## src/rtl/cigar_split_position_finder_defines.svh

```systemverilog
// ----------------------------------------------------------------------------
// CIGAR split position finder: assertion macros
// Concurrent assertion wrappers that vanish when SYNTH is defined.
// ----------------------------------------------------------------------------
`ifndef CIGAR_SPLIT_POSITION_FINDER_DEFINES_SVH
`define CIGAR_SPLIT_POSITION_FINDER_DEFINES_SVH
`ifndef SYNTH
// The consequent must hold in the same cycle as the antecedent.
`define CSPF_ASSERT_SAME(label, clk, rst_n, ante, cons) \
	label: assert property (@(posedge clk) disable iff (!rst_n) (ante) |-> (cons)) \
		else $error("cspf: same-cycle check failed");
// The consequent must hold in the cycle after the antecedent.
`define CSPF_ASSERT_NEXT(label, clk, rst_n, ante, cons) \
	label: assert property (@(posedge clk) disable iff (!rst_n) (ante) |=> (cons)) \
		else $error("cspf: next-cycle check failed");
`else
`define CSPF_ASSERT_SAME(label, clk, rst_n, ante, cons)
`define CSPF_ASSERT_NEXT(label, clk, rst_n, ante, cons)
`endif
`endif

```

## src/rtl/cspf_pkg.sv

```systemverilog
// ----------------------------------------------------------------------------
// CIGAR split position finder package
// Character codes, strand codes, item and result types shared by the block.
// ----------------------------------------------------------------------------
package cspf_pkg;

	localparam logic [7:0] CH_S     = 8'h53;
	localparam logic [7:0] CH_H     = 8'h48;
	localparam logic [7:0] CH_D     = 8'h44;
	localparam logic [7:0] CH_M     = 8'h4D;
	localparam logic [7:0] CH_EQ    = 8'h3D;
	localparam logic [7:0] CH_X     = 8'h58;
	localparam logic [7:0] CH_ZERO  = 8'h30;
	localparam logic [7:0] CH_NINE  = 8'h39;

	localparam int START_W = 31;
	localparam int ACC_W   = 32;

	typedef enum logic [1:0] {
		STRAND_NONE = 2'd0,
		STRAND_FWD  = 2'd1,
		STRAND_REV  = 2'd2
	} strand_t;

	typedef struct packed {
		logic [7:0]         cigar_char;
		logic               first_char;
		logic               last_char;
		logic [START_W-1:0] start_one_based;
	} item_t;

	typedef struct packed {
		logic signed [ACC_W-1:0] split_pos;
		logic [1:0]              strand_code;
	} result_t;

	function automatic logic is_clip(input logic [7:0] c);
		return (c == CH_S) || (c == CH_H);
	endfunction

	function automatic logic adds_span(input logic [7:0] c);
		return (c == CH_D) || (c == CH_M) || (c == CH_EQ) || (c == CH_X);
	endfunction

	function automatic logic is_digit(input logic [7:0] c);
		return (c >= CH_ZERO) && (c <= CH_NINE);
	endfunction

endpackage

```

## src/rtl/cigar_split_position_finder.sv

```systemverilog
// ----------------------------------------------------------------------------
// CIGAR split position finder
// Reads a CIGAR string one character per transfer and reports the clip split.
// ----------------------------------------------------------------------------
// The block takes one character per clock cycle, back to back, while item_stall
// is low, and gives one result for each character marked last_char. result_valid
// is set by the clock edge that moves that character out of the input register,
// after which the result holds while result_stall is high. The record state
// update, shift-and-add arithmetic with saturating compares for each character,
// lies between the input register and the result register. A stalled result
// holds back only a following final character and the characters queued behind
// it; other characters keep flowing into the record state while the result waits.
`include "cigar_split_position_finder_defines.svh"

module cigar_split_position_finder (
	input  logic                                clk,
	input  logic                                arst_n,
	input  logic                                item_valid,
	output logic                                item_stall,
	input  logic [7:0]                          cigar_char,
	input  logic                                first_char,
	input  logic                                last_char,
	input  logic [cspf_pkg::START_W-1:0]        start_one_based,
	output logic                                result_valid,
	input  logic                                result_stall,
	output logic signed [cspf_pkg::ACC_W-1:0]   split_pos,
	output logic [1:0]                          strand_code
);
	import cspf_pkg::*;

	logic    valid_s1;
	item_t   item_s1;
	logic    advance;
	result_t res_next;
	result_t res_q;

	// A final character may only leave the input register when the result
	// register is free or being emptied in this cycle.
	assign advance    = valid_s1 && !(item_s1.last_char && result_valid && result_stall);
	assign item_stall = valid_s1 && !advance;

	always_ff @(posedge clk or negedge arst_n) begin
		if (!arst_n) begin
			valid_s1 <= 1'b0;
		end else if (!item_stall) begin
			valid_s1 <= item_valid;
		end
	end

	always_ff @(posedge clk) begin
		if (item_valid && !item_stall) begin
			item_s1.cigar_char      <= cigar_char;
			item_s1.first_char      <= first_char;
			item_s1.last_char       <= last_char;
			item_s1.start_one_based <= start_one_based;
		end
	end

	cspf_record u_record (
		.clk    (clk),
		.arst_n (arst_n),
		.step_en(advance),
		.item   (item_s1),
		.res    (res_next)
	);

	always_ff @(posedge clk or negedge arst_n) begin
		if (!arst_n) begin
			result_valid <= 1'b0;
		end else if (advance && item_s1.last_char) begin
			result_valid <= 1'b1;
		end else if (!result_stall) begin
			result_valid <= 1'b0;
		end
	end

	always_ff @(posedge clk) begin
		if (advance && item_s1.last_char) begin
			res_q <= res_next;
		end
	end

	assign split_pos   = res_q.split_pos;
	assign strand_code = res_q.strand_code;

	`CSPF_ASSERT_NEXT(a_last_gives_result, clk, arst_n,
		advance && item_s1.last_char, result_valid)
	`CSPF_ASSERT_NEXT(a_held_item_stays, clk, arst_n,
		valid_s1 && !advance, valid_s1 && $stable(item_s1))
	`CSPF_ASSERT_SAME(a_split_not_below_none, clk, arst_n,
		result_valid && split_pos[cspf_pkg::ACC_W-1], split_pos == '1)
	`CSPF_ASSERT_SAME(a_none_means_minus_one, clk, arst_n,
		result_valid && strand_code == STRAND_NONE, split_pos == '1)

endmodule

```

## src/rtl/cspf_record.sv

```systemverilog
// ----------------------------------------------------------------------------
// CIGAR split position finder: record state
// Holds the per-record accumulators and forms the result of a final character.
// ----------------------------------------------------------------------------
module cspf_record (
	input  logic             clk,
	input  logic             arst_n,
	input  logic             step_en,
	input  cspf_pkg::item_t  item,
	output cspf_pkg::result_t res
);
	import cspf_pkg::*;

	logic [ACC_W-1:0] digit_q;
	logic [ACC_W-1:0] span_q;
	logic [ACC_W-1:0] start_q;
	logic             op_seen_q;
	logic             front_q;

	// State as seen by this character, after a new record has cleared it.
	logic [ACC_W-1:0] digit_eff;
	logic [ACC_W-1:0] span_eff;
	logic [ACC_W-1:0] start_eff;
	logic             op_seen_eff;
	logic             front_eff;

	logic             chr_digit;
	logic [ACC_W+3:0] digit_ext;
	logic [ACC_W+3:0] digit_mac;
	logic [ACC_W-1:0] digit_next;
	logic [ACC_W:0]   span_sum;
	logic [ACC_W-1:0] span_next;

	logic                    end_clip;
	logic                    front_any;
	logic signed [ACC_W+1:0] fwd_sum;
	logic signed [ACC_W-1:0] fwd_clamped;

	always_comb begin
		if (item.first_char) begin
			digit_eff   = '0;
			span_eff    = '0;
			op_seen_eff = 1'b0;
			front_eff   = 1'b0;
			start_eff   = {1'b0, item.start_one_based} - {{(ACC_W-1){1'b0}}, 1'b1};
		end else begin
			digit_eff   = digit_q;
			span_eff    = span_q;
			op_seen_eff = op_seen_q;
			front_eff   = front_q;
			start_eff   = start_q;
		end
	end

	assign chr_digit = is_digit(item.cigar_char);

	// Times ten as eight plus two, then the digit value from the low nibble.
	assign digit_ext  = {4'b0, digit_eff};
	assign digit_mac  = (digit_ext << 3) + (digit_ext << 1)
		+ {{ACC_W{1'b0}}, item.cigar_char[3:0]};
	assign digit_next = (|digit_mac[ACC_W+3:ACC_W]) ? '1 : digit_mac[ACC_W-1:0];

	assign span_sum  = {1'b0, span_eff} + {1'b0, digit_eff};
	assign span_next = span_sum[ACC_W] ? '1 : span_sum[ACC_W-1:0];

	// Result of a final character.
	assign end_clip  = !chr_digit && is_clip(item.cigar_char);
	assign front_any = op_seen_eff ? front_eff : end_clip;
	assign fwd_sum   = $signed({{2{start_eff[ACC_W-1]}}, start_eff})
		+ $signed({2'b00, span_eff}) - $signed({{(ACC_W+1){1'b0}}, 1'b1});

	always_comb begin
		if (fwd_sum > $signed({3'b000, {(ACC_W-1){1'b1}}})) begin
			fwd_clamped = {1'b0, {(ACC_W-1){1'b1}}};
		end else if (fwd_sum < -$signed({{(ACC_W+1){1'b0}}, 1'b1})) begin
			fwd_clamped = '1;
		end else begin
			fwd_clamped = fwd_sum[ACC_W-1:0];
		end
	end

	always_comb begin
		if (!front_any && end_clip) begin
			res.split_pos   = fwd_clamped;
			res.strand_code = STRAND_FWD;
		end else if (front_any && !end_clip) begin
			res.split_pos   = $signed(start_eff);
			res.strand_code = STRAND_REV;
		end else begin
			res.split_pos   = '1;
			res.strand_code = STRAND_NONE;
		end
	end

	always_ff @(posedge clk or negedge arst_n) begin
		if (!arst_n) begin
			digit_q   <= '0;
			span_q    <= '0;
			start_q   <= '0;
			op_seen_q <= 1'b0;
			front_q   <= 1'b0;
		end else if (step_en) begin
			start_q <= start_eff;
			if (item.last_char) begin
				digit_q   <= '0;
				span_q    <= '0;
				op_seen_q <= 1'b0;
				front_q   <= 1'b0;
			end else if (chr_digit) begin
				digit_q   <= digit_next;
				span_q    <= span_eff;
				op_seen_q <= op_seen_eff;
				front_q   <= front_eff;
			end else begin
				digit_q   <= '0;
				span_q    <= adds_span(item.cigar_char) ? span_next : span_eff;
				op_seen_q <= 1'b1;
				front_q   <= op_seen_eff ? front_eff : is_clip(item.cigar_char);
			end
		end
	end

endmodule

```

## config.mk

```make
export PLATFORM = sky130hd
export DESIGN_NAME = cigar_split_position_finder
export DESIGN_NICKNAME = d
export VERILOG_FILES = /design/src/rtl/cspf_pkg.sv /design/src/rtl/cigar_split_position_finder.sv /design/src/rtl/cspf_record.sv
export VERILOG_INCLUDE_DIRS = /design/src /design/src/rtl
export SDC_FILE = /design/constraint.sdc
export NUM_CORES = 1
export LEC_CHECK = 0
export BUFFER_PORTS_ARGS = -buffer_cell sky130_fd_sc_hd__buf_4
export CORE_MARGIN = 5
export CORE_UTILIZATION = 30
export CTS_BUF_LIST = sky130_fd_sc_hd__clkbuf_8 sky130_fd_sc_hd__clkbuf_16
export CTS_CLUSTER_DIAMETER = 60
export DETAILED_ROUTE_END_ITERATION = 7
export PLACE_DENSITY = 0.58
export SLEW_MARGIN = 10
export SYNTH_ARGS = -nofsm -noshare
export SYNTH_HDL_FRONTEND = slang
export SYNTH_HIERARCHICAL = 1
export SYNTH_SLANG_ARGS = --single-unit
export TNS_END_PERCENT = 50
```

## constraint.sdc

```tcl
create_clock -name clk -period 5.2 [get_ports clk]
set_input_delay 0 -clock clk [delete_from_list [all_inputs] [get_ports clk]]
set_output_delay 0 -clock clk [all_outputs]
set_load 0.005 [all_outputs]
```

==> out/metrics.cfg <==
[outcome]
run_status=finished clean

[worst_setup_path]
crit-reg2reg-capture=split_pos[16]$_DFFE_PP_
crit_arrival_ns=5.31
cp-endpoint=split_pos[16]$_DFFE_PP_
crit_type=reg2reg
start_kind=register
critPathRequiredTime_ns=5.45
reg2reg_from=item_s1[7]$_DFFE_PP_
crit_fanout=16
ff2ff_path_depth=21
r2r_slack_ns=0.14
crit_path_end_kind=register
cp-startpoint=item_s1[7]$_DFFE_PP_

[synth]
synth_top_family_by_area=compound AO/OA/AOI/OAI gates
yosys-top-cells-area=dfrtp_1 (17%), edfxtp_1 (15%), ha_1 (14%)
ys_top_cells_by_count=inv_1 (200), ha_1 (159), nor2_1 (130), nand2_1 (129), a21oi_1 (120)
synth_flop_cell=dfrtp_1
synth_compound_area_share_pct=22.9
synth_async_sr_flop_share_pct=57.1
synth-simple-area-share_pct=14.8
post_synth_num_cell_types=79
yosysMostFrequentCell=inv_1
synth-edff-count=75
yosysWarnings=6
synth-seq-area-share_pct=32.6
yosysTopAreaCellShare_pct=17.2
syn_avg_cell_area_um2=8.75
synth.largest_area_cell=dfrtp_1
synthXorXnorAreaFrac_pct=5.76
synth_seq_cells=175
synth.area.mux_share_pct=2.53
netlist_instances=1667
syn_area_um2=14600
synth_nets=1876
yosys.area_share.adder_pct=14.3

[global_route]
grt_pass1_wl_um=70800
grt_pass1_vias=12640
grt_antenna_before_repair=0
grt_overflow=0
grt_max_degree=95
track_usage_pct=16.3

[drt]
routed_wl_um=44600
ant_nets=0
drc=0
route.vias.total=12975
drt_iter0_drc=1030
vias_per_cell=5.36
routedWlPerCell_um=18.4
drtPass1Iterations=6

[sta]
fmax_ghz=0.198
setup_tns_ns=0
fin_ws_ns=0.144
setup_violations=0
relSlewSlack_pct=21.9
slew_viol_final=0
hold_viol=0
rsz0062_at_grt=true
min_period_ns=5.06
period_share_pct=97.2
worstMarginPinSlew_ns=1.17
finalClockSkew_ns=0.0143

[finish]
diodes=0
num-nets-final=2000
drive_above_1_share_pct=14.2
area_growth_syn_to_layout_pct=19.4

[clocking]
tritoncts=yes
cts_num_sinks=175
insertion_delay_ns=0.45
clockBufferDepth=2
cts_max_level=4
numCtsBuffers=17
cts-root-buf=clkbuf_16
clk_pin_slew_ns=0.07

[flow_run]
drv_cap=0

[hold_path]
hold_class=in2async

[floorplan]
core.rowCount=80
core_area_um2=47900
die_h_um=231
start_util_pct=30.4
num_io_pins=81
die_area_um2=53100
die_w_um=231

[power_and_ir_drop]
p_leak_nw=7.91
power.density_nw_per_um2=246
ir_drop_v=0.000185

[placed_design]
dp_hpwl_um=33600
dp_slack_ns=0.0785
gp_congestion=0.905
numPortBuffers=80

==> how the worst min path moves through the flow <==
stage,to,slack [ns],depth (start not counted)
after floorplan,result_valid$_DFFE_PN0P_,-0.30,0
after global placement,u_record/span_q[1]$_DFFE_PN0P_,0.04,1
after detailed placement,u_record/span_q[1]$_DFFE_PN0P_,0.05,1
after CTS,u_record/span_q[2]$_DFFE_PN0P_,0.11,2
after global routing,u_record/digit_q[0]$_DFFE_PN0P_,0.15,2
final,u_record/span_q[2]$_DFFE_PN0P_,0.1,2
==> registers in the layout, summed over array words and instances (netlist names) <==
register / count
strand_code: 2
u_record/op_seen_q: 1
u_record/span_q: 32
u_record/digit_q: 32
valid_s1: 1
u_record/front_q: 1
u_record/start_q: 32
split_pos: 32
item_s1: 41
result_valid: 1
==> metrics by stage <==
step / instance area, µm² / hold WS [ns] / cells / utilization [%] / total power (W)
6_report: 17400 / 0.0959 / 2419 / 36.3 / 0.00428
3_3_place_gp: 16000 / 0.0376 / 2331 / 33.4 / 0.00278
3_5_place_dp: 16000 / 0.0510 / 2331 / 33.4 / 0.00278
5_1_grt: 17400 / 0.154 / 2419 / 36.3 / 0.00452
2_1_floorplan: 14600 / -0.296 / 1667 / - / 0.00244
4_1_cts: 17100 / 0.110 / 2408 / 35.6 / 0.00422
==> power breakdown <==
part | internal (W) | switching, W | total, W
sequential | 0.00153 | 0.0000642 | 0.00160
clock | 0.000796 | 0.000610 | 0.00141
combinational | 0.000546 | 0.000736 | 0.00128
total | 0.00287 | 0.00141 | 0.00428
==> layer usage <==
layer / wire [µm] / up-vias / track usage (%)
met5: 0 / - / 0
met4: 561 / 0 / 3.16
met3: 2660 / 43 / 3.02
met2: 20200 / 387 / 26.0
met1: 21200 / 6284 / 23.4
li1: - / 6261 / -
==> placed cells by master, fill, tap and decap left out, drive strengths merged, types with 18 or more instances in the layout <==
master	n
a211oi	18
a21o	34
a21oi	120
a22oi	34
buf	126
clkbuf	20
dfrtp	100
dlygate4sd3	45
edfxtp	75
ha	159
inv	208
mux2	31
nand2	129
nand3	28
nor2	130
nor2b	28
nor3	24
nor4	23
o21ai	98
o221ai	33
o2bb2ai	18
xnor2	51
xor2	44
==> kinds of logic after synthesis <==
group / after synthesis
simple gates: 445
buf+inv: 269
fa+ha+maj: 164
xor+xnor: 95
flops: 175
compound gates: 486
mux: 33
==> critical path: stages (launching register included) <==
cell and delay [ns]:
edfxtp_1 0.42, or3_4 0.44, nor4_4 0.28, and4b_2 0.33
buf_4 0.14, xnor2_1 0.06, a21oi_1 0.18, inv_1 0.10
ha_1 0.28, inv_1 0.04, ha_1 0.31, a21o_1 0.19
o21bai_2 0.22, or3_1 0.38, o21ba_4 0.26, o2111ai_4 0.24
a2111oi_4 0.11, o31ai_4 0.31, nor4_4 0.08, buf_6 0.14
buf_12 0.15, a22oi_1 0.17
==> what timing repair did <==
action | 4_1_cts | 5_1_grt
buffers inserted | 0 | 10
setup endpoints to repair | 0 | 54
hold buffers | 45 | 0
resized for setup | 0 | 47
endpoints found under the hold margin | 83 | 0
==> area by class of cell <==
| type | instances | area (µm²) |
|---|---|---|
| fill | 4736 | 30500 |
| multi-input combinational | 1223 | 9040 |
| sequential | 175 | 4750 |
| timing repair buffer | 172 | 1460 |
| tap | 615 | 769 |
| inverter | 202 | 758 |
| clock buffer | 19 | 453 |
| clock inverter | 13 | 174 |
Power figures use the tool's default switching activity.
